<file path="src/design/truncated_cone_mesh_generator_defines.svh">
// ----------------------------------------------------------------------------
// truncated cone mesh generator assertion macros
// concurrent assertion wrappers, compiled out when NO_ASSERTIONS is set
// ----------------------------------------------------------------------------
`ifndef TRUNCATED_CONE_MESH_GENERATOR_DEFINES_SVH
`define TRUNCATED_CONE_MESH_GENERATOR_DEFINES_SVH

`ifndef NO_ASSERTIONS
// same-cycle implication
`define TCMG_ASSERT_IMPL(label, clk, rst_n, ante, cons) \
    label: assert property (@(posedge clk) disable iff (!rst_n) (ante) |-> (cons)) \
        else $error("tcmg assertion failed");
// next-cycle implication
`define TCMG_ASSERT_NEXT(label, clk, rst_n, ante, cons) \
    label: assert property (@(posedge clk) disable iff (!rst_n) (ante) |=> (cons)) \
        else $error("tcmg assertion failed");
`else
`define TCMG_ASSERT_IMPL(label, clk, rst_n, ante, cons)
`define TCMG_ASSERT_NEXT(label, clk, rst_n, ante, cons)
`endif

`endif

</file>
<file path="src/design/tcmg_pkg.sv">
// ----------------------------------------------------------------------------
// tcmg_pkg
// shared types, constants and fixed-point helpers of the cone mesh generator
// ----------------------------------------------------------------------------
`default_nettype none

package tcmg_pkg;

    localparam logic [8:0] MAX_N = 9'd256;

    // odd quarter-sine polynomial coefficients, Q30
    localparam logic signed [31:0] SIN_COEF [5] = '{
        32'sd1686629713, -32'sd693598668, 32'sd85569306, -32'sd5026995, 32'sd172271
    };

    localparam logic signed [31:0] ONE_Q30 = 32'sd1073741824;
    localparam logic signed [15:0] ONE_Q14 = 16'sd16384;

    // constants from the setup unit: slice count reciprocals and slant normal
    typedef struct packed {
        logic [24:0]        recip;   // floor(2^24 / n)
        logic [30:0]        q30;     // floor(2^30 / n)
        logic [8:0]         rrem;    // 2^30 mod n
        logic signed [15:0] hh;      // slant normal radial scale
        logic signed [15:0] rh;      // slant normal z
    } t_slant;

    // per-item values out of the vertex pipeline
    typedef struct packed {
        logic [8:0]         idx;
        logic [14:0]        u;
        logic signed [15:0] px_t;
        logic signed [15:0] py_t;
        logic signed [15:0] px_b;
        logic signed [15:0] py_b;
        logic signed [15:0] nx;
        logic signed [15:0] ny;
    } t_geo;

    // zero acts as one, anything above the maximum as the maximum
    function automatic logic [8:0] clamp_n(input logic [8:0] v);
        logic [8:0] r;
        r = v;
        if (v == 9'd0) r = 9'd1;
        else if (v > MAX_N) r = MAX_N;
        return r;
    endfunction

    function automatic logic signed [16:0] abs16(input logic signed [15:0] v);
        logic signed [16:0] e;
        e = {v[15], v};
        return v[15] ? -e : e;
    endfunction

    // (a*b) >> 30, rounded half away from zero
    function automatic logic signed [31:0] mul_q30(input logic signed [31:0] a,
                                                   input logic signed [31:0] b);
        logic [31:0] ma;
        logic [31:0] mb;
        logic [63:0] p;
        logic        neg;
        logic signed [31:0] m;
        neg = a[31] ^ b[31];
        ma  = a[31] ? 32'(-a) : 32'(a);
        mb  = b[31] ? 32'(-b) : 32'(b);
        p   = ma * mb;
        p   = p + (64'd1 << 29);
        m   = $signed(p[61:30]);
        return neg ? -m : m;
    endfunction

    // (a*b) >> 14, rounded half away from zero
    function automatic logic signed [17:0] mul_q14(input logic signed [16:0] a,
                                                   input logic signed [16:0] b);
        logic [16:0] ma;
        logic [16:0] mb;
        logic [33:0] p;
        logic        neg;
        logic signed [17:0] m;
        neg = a[16] ^ b[16];
        ma  = a[16] ? 17'(-a) : 17'(a);
        mb  = b[16] ? 17'(-b) : 17'(b);
        p   = ma * mb;
        p   = p + (34'd1 << 13);
        m   = $signed({1'b0, p[30:14]});
        return neg ? -m : m;
    endfunction

    function automatic logic signed [15:0] sat16(input logic signed [17:0] v);
        logic signed [15:0] r;
        if (v > 18'sd32767) r = 16'sd32767;
        else if (v < -18'sd32768) r = -16'sd32768;
        else r = v[15:0];
        return r;
    endfunction

    function automatic logic signed [15:0] satq14(input logic signed [17:0] v);
        logic signed [15:0] r;
        if (v > 18'sd16384) r = ONE_Q14;
        else if (v < -18'sd16384) r = -ONE_Q14;
        else r = v[15:0];
        return r;
    endfunction

    // Q30 to Q1.14, rounded half away from zero and saturated
    function automatic logic signed [15:0] q30_to_q14(input logic signed [31:0] v);
        logic [31:0] mag;
        logic [32:0] m;
        logic [15:0] s;
        mag = v[31] ? 32'(-v) : 32'(v);
        m   = ({1'b0, mag} + 33'd32768) >> 16;
        s   = (m > 33'd16384) ? 16'd16384 : m[15:0];
        return v[31] ? -$signed(s) : $signed(s);
    endfunction

endpackage

`default_nettype wire

</file>
<file path="src/design/tcmg_setup.sv">
// ----------------------------------------------------------------------------
// tcmg_setup
// sequential unit that derives the slice reciprocals and slant normal
// ----------------------------------------------------------------------------
`default_nettype none

module tcmg_setup import tcmg_pkg::*; (
    input  wire                i_clk,
    input  wire                i_rst_n,
    input  wire                i_start,
    input  wire signed [15:0]  i_top_radius,
    input  wire signed [15:0]  i_base_radius,
    input  wire signed [15:0]  i_height,
    input  wire [8:0]          i_n,
    output logic               o_busy,
    output t_slant             o_slant
);

    localparam logic [2:0] ST_IDLE = 3'd0;
    localparam logic [2:0] ST_MUL  = 3'd1;
    localparam logic [2:0] ST_SQRT = 3'd2;
    localparam logic [2:0] ST_DIVQ = 3'd3;
    localparam logic [2:0] ST_DIVH = 3'd4;
    localparam logic [2:0] ST_DIVR = 3'd5;

    localparam logic [5:0] SQRT_LAST = 6'd31;
    localparam logic [5:0] DIV_LAST  = 6'd43;

    logic [2:0]  r_state, n_state;
    logic [5:0]  r_cnt, n_cnt;
    logic [63:0] r_x, n_x, r_res, n_res, r_bit, n_bit;
    logic [29:0] r_rem, n_rem, r_div, n_div, r_hq, n_hq;
    logic [43:0] r_quo, n_quo;
    logic        r_neg, n_neg;
    t_slant      r_sl, n_sl;

    logic signed [16:0] w_atr, w_abr, w_r, w_habs;
    logic [15:0] w_rmag, w_hmag;
    logic [33:0] w_rsq, w_hsq;
    logic [31:0] w_s;
    logic [63:0] w_sum, w_res_nx;
    logic        w_sge;
    logic [30:0] w_trial;
    logic        w_dge;
    logic [29:0] w_rem_nx;
    logic [43:0] w_quo_nx;
    logic [14:0] w_qmag;
    logic signed [15:0] w_qsat;

    // slant length squared
    assign w_atr  = abs16(i_top_radius);
    assign w_abr  = abs16(i_base_radius);
    assign w_r    = w_atr - w_abr;
    assign w_rmag = w_r[16] ? 16'(-w_r) : w_r[15:0];
    assign w_habs = abs16(i_height);
    assign w_hmag = w_habs[15:0];
    assign w_rsq  = w_rmag * w_rmag;
    assign w_hsq  = w_hmag * w_hmag;
    assign w_s    = w_rsq[31:0] + w_hsq[31:0];

    // one square root step
    assign w_sum    = r_res + r_bit;
    assign w_sge    = r_x >= w_sum;
    assign w_res_nx = w_sge ? ((r_res >> 1) + r_bit) : (r_res >> 1);

    // one restoring division step
    assign w_trial  = {r_rem, r_quo[43]};
    assign w_dge    = w_trial >= {1'b0, r_div};
    assign w_rem_nx = w_dge ? 30'(w_trial - {1'b0, r_div}) : w_trial[29:0];
    assign w_quo_nx = {r_quo[42:0], w_dge};
    assign w_qmag   = (w_quo_nx > 44'd16384) ? 15'd16384 : w_quo_nx[14:0];
    assign w_qsat   = r_neg ? -$signed({1'b0, w_qmag}) : $signed({1'b0, w_qmag});

    // sequencer
    always_comb begin
        n_state = r_state;
        n_cnt   = r_cnt;
        n_x     = r_x;
        n_res   = r_res;
        n_bit   = r_bit;
        n_rem   = r_rem;
        n_div   = r_div;
        n_quo   = r_quo;
        n_hq    = r_hq;
        n_neg   = r_neg;
        n_sl    = r_sl;
        unique case (r_state)
            ST_IDLE: begin
                if (i_start) n_state = ST_MUL;
            end
            ST_MUL: begin
                n_x     = {4'd0, w_s, 28'd0};
                n_res   = 64'd0;
                n_bit   = 64'd1 << 62;
                n_cnt   = 6'd0;
                n_state = ST_SQRT;
            end
            ST_SQRT: begin
                if (w_sge) n_x = r_x - w_sum;
                n_res = w_res_nx;
                n_bit = r_bit >> 2;
                n_cnt = r_cnt + 6'd1;
                if (r_cnt == SQRT_LAST) begin
                    n_hq    = w_res_nx[29:0];
                    n_rem   = 30'd0;
                    n_quo   = 44'd1 << 30;
                    n_div   = {21'd0, i_n};
                    n_cnt   = 6'd0;
                    n_state = ST_DIVQ;
                end
            end
            ST_DIVQ: begin
                n_rem = w_rem_nx;
                n_quo = w_quo_nx;
                n_cnt = r_cnt + 6'd1;
                if (r_cnt == DIV_LAST) begin
                    n_sl.q30   = w_quo_nx[30:0];
                    n_sl.recip = w_quo_nx[30:6];
                    n_sl.rrem  = w_rem_nx[8:0];
                    n_cnt      = 6'd0;
                    if (r_hq == 30'd0) begin
                        n_sl.hh = 16'sd0;
                        n_sl.rh = 16'sd0;
                        n_state = ST_IDLE;
                    end else begin
                        n_rem   = 30'd0;
                        n_quo   = {w_hmag, 28'd0} + {15'd0, r_hq[29:1]};
                        n_div   = r_hq;
                        n_neg   = i_height[15];
                        n_state = ST_DIVH;
                    end
                end
            end
            ST_DIVH: begin
                n_rem = w_rem_nx;
                n_quo = w_quo_nx;
                n_cnt = r_cnt + 6'd1;
                if (r_cnt == DIV_LAST) begin
                    n_sl.hh = w_qsat;
                    n_rem   = 30'd0;
                    n_quo   = {w_rmag, 28'd0} + {15'd0, r_hq[29:1]};
                    n_neg   = !w_r[16] && (w_r != 17'sd0);
                    n_cnt   = 6'd0;
                    n_state = ST_DIVR;
                end
            end
            ST_DIVR: begin
                n_rem = w_rem_nx;
                n_quo = w_quo_nx;
                n_cnt = r_cnt + 6'd1;
                if (r_cnt == DIV_LAST) begin
                    n_sl.rh = w_qsat;
                    n_state = ST_IDLE;
                end
            end
            default: n_state = ST_IDLE;
        endcase
        // a register write restarts the derivation from any state
        if (i_start) begin
            n_state = ST_MUL;
            n_cnt   = 6'd0;
        end
    end

    // control state, restarts the setup after reset
    always_ff @(posedge i_clk) begin
        if (!i_rst_n) begin
            r_state <= ST_MUL;
            r_cnt   <= 6'd0;
        end else begin
            r_state <= n_state;
            r_cnt   <= n_cnt;
        end
    end

    // datapath
    always_ff @(posedge i_clk) begin
        r_x   <= n_x;
        r_res <= n_res;
        r_bit <= n_bit;
        r_rem <= n_rem;
        r_div <= n_div;
        r_quo <= n_quo;
        r_hq  <= n_hq;
        r_neg <= n_neg;
        r_sl  <= n_sl;
    end

    assign o_busy  = r_state != ST_IDLE;
    assign o_slant = r_sl;

endmodule

`default_nettype wire

</file>
<file path="config.mk">
export PLATFORM = sky130hd
export DESIGN_NAME = tcmg_setup
export DESIGN_NICKNAME = d
export VERILOG_FILES = /design/src/design/truncated_cone_mesh_generator_defines.svh /design/src/design/tcmg_pkg.sv /design/src/design/tcmg_setup.sv
export SDC_FILE = /design/constraint.sdc
export NUM_CORES = 2
export LEC_CHECK = 0
export BUFFER_PORTS_ARGS = -buffer_cell sky130_fd_sc_hd__buf_2
export CORE_MARGIN = 1
export CORE_UTILIZATION = 52
export CTS_CLUSTER_SIZE = 24
export DETAILED_ROUTE_END_ITERATION = 7
export PLACE_DENSITY = 0.72
export SYNTH_ARGS = -nofsm -noshare
export SYNTH_HDL_FRONTEND = slang
export SYNTH_SLANG_ARGS = --single-unit
</file>
<file path="constraint.sdc">
create_clock -name i_clk -period 12.5 [get_ports i_clk]
set_clock_uncertainty 0.05 [all_clocks]
set_input_delay 0.625 -clock i_clk [delete_from_list [all_inputs] [get_ports i_clk]]
set_output_delay 0.625 -clock i_clk [all_outputs]
set_load 0.01 [all_outputs]
</file>
* After elaboration in Yosys (flattened, before gate mapping) *
Cells that the tools add are included.

storage, ports and cells
  output and inout port bits = 98
  logic and storage cells = 117
  input bits = 60
  register bits after elaboration = 433

operators by class
  equal/unequal tests = 14
  reduce and logical (&&, ||, !) cells = 23
  multiplexer cells = 44
  bitwise gates (word level) = 2
  multiply operators = 2
  $add $sub $neg = 14
  magnitude comparators = 3

operators by type and width
  kind                                                   count
  case mux 64 bit (2 select lines)                       3
  two-way mux 30 bit                                     8
  two-way mux 44 bit                                     4
  case mux 44 bit (4 select lines)                       1
  two-way mux 64 bit                                     2
  case mux 30 bit (4 select lines)                       1
  adder 44 x 29 -> 44 bit                                2
  adder 63 x 64 -> 64 bit                                1
  adder 64 bit                                           1
  greater-or-equal comparator 64 bit                     1
  multiplier 16 x 16 -> 32 bit                           2
  two-way mux 16 bit                                     4
  two-way mux 32 bit                                     2
  case mux 16 bit (2 select lines)                       2
  subtractor 64 bit                                      1
  case mux 30 bit (2 select lines)                       1
  > comparator 44 x 15 -> 1 bit (second input constant)  1
  two-way mux 17 bit                                     2
  negator 16 -> 17 bit                                   2
  adder 32 bit                                           1
  negator 16 bit                                         2
  greater-or-equal comparator 31 x 30 -> 1 bit           1
  logical NOT 30 bit                                     1
  subtractor 30 bit                                      1
  other kinds (28)                                       55

* Logic depth before layout (Yosys ltp) *
  depth in word-level cells = 8
  depth in mapped cells = 48
  gate-level depth less buffers = 46

* Worst setup path before layout *
Ideal clock, no wire load.

  kind = input to register
  start point = input port i_top_radius[0]
  end point = register r_x[59], data pin
  setup slack = 1,184 ps
  data required time = 12,302 ps
  arrival = 11,117 ps
  library setup time = 148 ps
  cell stages on the path = 38
  buffers on the path = 0
  cell sequence = inv_1 ha_1 nand2_1 a21boi_0 inv_1 ha_1 nor2b_4 o2111a_1 or4_4 a2111oi_4 or4b_1 or3b_4 and2_1 xor2_1 nand2_1 fa_1 inv_1 fa_1 (+2 left out) fa_1 inv_1 fa_1 fa_1 fa_1 inv_1 fa_1 inv_1 ha_1 a21o_1 a21o_1 a41o_1 a211o_1 a211o_1 a21o_1 a21oi_1 xnor3_1 mux2i_1

between the ends
  longest elaborated chain between the ends = 8

ends and longest elaborated chain
  what                                  RTL line           source
  from (decl)                           tcmg_setup.sv:11   input wire signed [15:0] i_top_radius,
  negator 16 -> 17 bit                  tcmg_pkg.sv:52     return v[15] ? -e : e;
  two-way mux 17 bit (*)                tcmg_pkg.sv:52
  subtractor 17 bit (*)                 tcmg_setup.sv:53   assign w_r = w_atr - w_abr;
  negator 16 bit                        tcmg_setup.sv:54   assign w_rmag = w_r[16] ? 16'(-w_r) : w_r[15:0];
  two-way mux 16 bit (*)                tcmg_setup.sv:54
  multiplier 16 x 16 -> 32 bit (*)      tcmg_setup.sv:57   assign w_rsq = w_rmag * w_rmag;
  adder 32 bit (*)                      tcmg_setup.sv:59   assign w_s = w_rsq[31:0] + w_hsq[31:0];
  case mux 64 bit (2 select lines) (*)  tcmg_setup.sv:87   unique case (r_state)
  via n_x[59]                           tcmg_setup.sv:31   logic [63:0] r_x, n_x, r_res, n_res, r_bit, n_bit;
  to (signal assigned)                  tcmg_setup.sv:178  r_x <= n_x;
  to (decl)                             tcmg_setup.sv:31

Mark *: on every way through the listed nets, which the timed path passes. The rest lies on a longest branch.
A chain may end at the register's enable or synchronous reset.

* Worst setup path after layout *
  start point = input port i_base_radius[2]
  end point = register r_x[59], data pin

between the ends
  longest elaborated chain between the ends = 8

ends and longest elaborated chain
  what                                  RTL line          source
  from (decl)                           tcmg_setup.sv:12  input wire signed [15:0] i_base_radius,
  negator 16 -> 17 bit                  tcmg_pkg.sv:52
  two-way mux 17 bit (*)                tcmg_pkg.sv:52
  subtractor 17 bit (*)                 tcmg_setup.sv:53
  negator 16 bit                        tcmg_setup.sv:54
  two-way mux 16 bit (*)                tcmg_setup.sv:54
  multiplier 16 x 16 -> 32 bit (*)      tcmg_setup.sv:57
  adder 32 bit (*)                      tcmg_setup.sv:59
  case mux 64 bit (2 select lines) (*)  tcmg_setup.sv:87
  via n_x[59]                           tcmg_setup.sv:31

Marked as above.

==> flow_summary_export.csv <==
group,metric,value,unit
drt,vias_per_cell,5.858,
place,dp_hpwl,89.41,mm
critical_path,r2r.worst_path.cells,25,
critical_path,worst_r2r_startpoint,"r_res[2]",
drt,drt-pass1-iter-count,7,
yosys,yosys_register_bits,376,
clock_network,root_buffer,"sky130_fd_sc_hd__clkbuf_16",
hold_path,worstHoldPathType,"in2reg",
drt,postRouteWirelength,112.9,mm
critical_path,worstSetupPathType,"in2reg",
yosys,synth-main-ff-cell,"sky130_fd_sc_hd__edfxtp_1",
cells_and_area,num_antenna_cells,0,
critical_path,reg2reg_setup_slack,4.35,ns
sta,timing.fmax,85.32,MHz
grt,grt_pass1_vias,33280,
yosys,synth-seq-area-share,0.2654,
drt,routed_wire_length_per_instance,19.76,um
hold_path,holdPathEnd,"r_div[7]",
hold_path,min_delay_path_depth,3,
critical_path,worst_path_most_repeated_cell,"sky130_fd_sc_hd__fa_1",
place,port_buffers,157,
sta,period_share,0.9377,
sta,slew_violations,0,
critical_path,crit-reg2reg-capture,"r_x[56]",
yosys,synth_largest_area_cell,"sky130_fd_sc_hd__edfxtp_1",
floorplan,dieWidth,286.9,um
clock_network,cts_hold_buf,0,
floorplan,die_area,0.08229,mm2
critical_path,critPathMaxStageDelay,0.67,ns
sta,finalSetupViolCount,0,
clock_network,cts_max_level,2,
yosys,syn_avg_cell_area,9.367,um2
floorplan,start_util,0.5247,
clock_network,clk_transition_reported_paths,0.06,ns
drt,vias,33480,
status,result_of_the_run,"finished clean",
grt,maximum_number_of_pins_on_one_net_before_global_route_repair,95,
clock_network,number_of_sinks_on_the_clock_net,376,
grt,gr-usage-all-layers,0.2766,
grt,grt_first_pass_wirelength,180.3,mm
clock_network,clk-insertion-delay-late,0.59,ns
yosys,postSynthCellCount,4505,
critical_path,timing.critical_path.fanout_max,9,
yosys,synth_cell_type_count,91,
yosys,fraction_of_registers_with_async_set_or_reset_after_synthesis,0,
job,number_of_max_cap_violations,0,
sta,grt_setup_unrepaired,"no",
clock_network,ctsLongestPathBuffers,3,
yosys,area_contributors_post_synth,"sky130_fd_sc_hd__edfxtp_1, sky130_fd_sc_hd__fa_1, sky130_fd_sc_hd__ha_1, sky130_fd_sc_hd__inv_1, sky130_fd_sc_hd__xnor2_1",
yosys,synth_warnings,0,
drt,detail_route.iter0.violations,2920,
critical_path,crit_path_end_kind,"flop",
floorplan,core.rowCount,104,
place,finalWeightedCongestion,0.9811,
floorplan,pin_count,158,
sta,max_slew.worst_pin.slew,1.246,ns
drt,drc_errors,0,
critical_path,slowest_cp_cell,"sky130_fd_sc_hd__nor4_1",
yosys,synth_area,0.04220,mm2
floorplan,die_height,286.9,um
critical_path,crit_path_start_kind,"input port",
sta,relSlewSlack,0.1687,
clock_network,cts_tree,"yes",
sta,hold_viol_final,0,
cells_and_area,final_nets,5447,
floorplan,core_area,0.08042,mm2
critical_path,critical_path_arrival,12.10,ns
sta,fin_tns_setup,0,ns
yosys,synth_largest_type_area_fraction,0.2612,
cells_and_area,post_route_cells_drive_above_1_share,0.08034,
grt,initial_antenna_violation_count,1,
clock_network,postCtsResizedCells,0,
yosys,number_of_synthesized_flops_with_an_enable_pin,367,
cells_and_area,area_delta_synth_final,8.231,%
sta,min_period,11.72,ns
critical_path,required,12.88,ns
hold_path,min_from,"i_n[7]",
grt,overflow,0,
drt,ant_nets,0,
clock_network,cts-buffers-inserted,41,
clock_network,cts.repair_timing.setup_buffer_count,0,
synthesized netlist by cell type (all sizes together), types with 8 or more instances:
master / count
ha: 370
edfxtp: 367
inv: 645
xnor2: 180
a21oi: 236
nand2: 362
nor2b: 34
nand4: 62
o22ai: 14
a211oi: 26
o21ai: 194
o211ai: 14
o2111a: 8
and3: 55
clkbuf: 121
and4: 14
or4: 12
buf: 33
a31oi: 69
a22o: 27
o41ai: 13
a31o: 22
o21bai: 38
a21o: 109
fa: 393
nor2: 375
or3: 35
a21boi: 13
mux2: 8
a211o: 11
or2: 18
xor2: 141
and2: 100
dfxtp: 9
o21a: 34
nand2b: 41
nor4: 32
nor3: 60
a2111oi: 11
o31ai: 26
a222oi: 8
clkinv: 8
nand3: 48
final cells by class:
class	count	area, um2
multi-input cells	3332	28010
well taps	1060	1326
fillers	7094	34750
repair buffers	220	1259
flip-flops and latches	376	11200
inverters	653	2452
clock inverters	31	387.9
clock buffers	43	1033
worst max path at each step:
stage | from | endpoint | slack (ns) | cells past startpoint
6_report | i_base_radius[2] | r_x[59] | 0.78 | 40
5_1_grt | i_base_radius[2] | r_x[59] | 0.08 | 40
4_1_cts | i_base_radius[2] | r_x[59] | 0.81 | 40
3_5_place_dp | i_base_radius[2] | r_x[59] | 0.22 | 40
3_3_place_gp | i_base_radius[2] | r_x[59] | 0.49 | 40
2_1_floorplan | i_top_radius[0] | r_x[59] | 1.18 | 38
per-stage QoR:
step	utilization	worst slack [ns]	hold slack, ns	cells	cell area (um2)
final	0.5679	0.7790	0.2938	5715	45670
after global routing	0.5679	0.07586	0.3037	5715	45670
after CTS	0.5679	0.8121	0.2676	5715	45670
after detailed placement	0.5502	0.2205	0.4144	5641	44250
after global placement	0.5502	0.4895	0.4137	5641	44250
after floorplan	-	1.184	0.3744	4515	42230
registers in the layout, summed over array words and instances, names as in the netlist:
name / count
r_x: 64
r_neg: 1
r_state: 3
r_res: 64
r_rem: 30
r_cnt: 6
r_bit: 32
r_hq: 30
o_slant: 72
r_div: 30
r_quo: 44
layout by cell type, fill, tap and decap left out, drive strengths merged, types with 48 or more instances in the layout:
cell type  netlist  final
fa             393    393
xnor2          180    180
nor2           375    375
nand3           48     48
and2           100    100
a21oi          236    236
a31oi           69     69
nor3            60     60
edfxtp         367    367
xor2           141    141
inv            645    645
a21o           109    109
o21ai          194    194
nand2          362    362
ha             370    370
and3            55     55
nand4           62     62
buf             33    220
metal layers:
| metal | part of all wire | global-route usage | vias up |
|---|---|---|---|
| li1 | - | - | 15720 |
| met1 | 0.43 | 0.3777 | 16380 |
| met2 | 0.47 | 0.4551 | 1183 |
| met3 | 0.077 | 0.04548 | 198 |
| met4 | 0.027 | 0.07513 | 0 |
| met5 | 0 | 0 | - |
kinds of logic (layout without fill, tap and decap cells):
| group | Yosys count | count (layout) | share of synthesized area |
|---|---|---|---|
| buffers and inverters | 807 | 947 | 0.07413 |
| muxes | 14 | 14 | 0.003558 |
| DFF | 376 | 376 | 0.2654 |
| other | 2 | 12 | 0.0001780 |
| and+or+nand+nor | 1272 | 1272 | 0.1448 |
| adders and majority gates | 763 | 763 | 0.2962 |
| xor gates and xnor gates | 322 | 322 | 0.06752 |
| AOI/OAI and AO/OA | 949 | 949 | 0.1482 |
worst max-delay path: cells and delay by family:
kind | cells | cell delay (ns)
adders and majority gates | 10 | 4.65
AOI/OAI and AO/OA | 12 | 2.91
xor gates and xnor gates | 3 | 1.15
and+or+nand+nor | 8 | 2.25
muxes | 1 | 0.13
buffers and inverters | 6 | 0.42
Power is left out: the tool's default activity adds up to more than one toggle a clock period on the data nets, which glitch-free logic cannot reach.
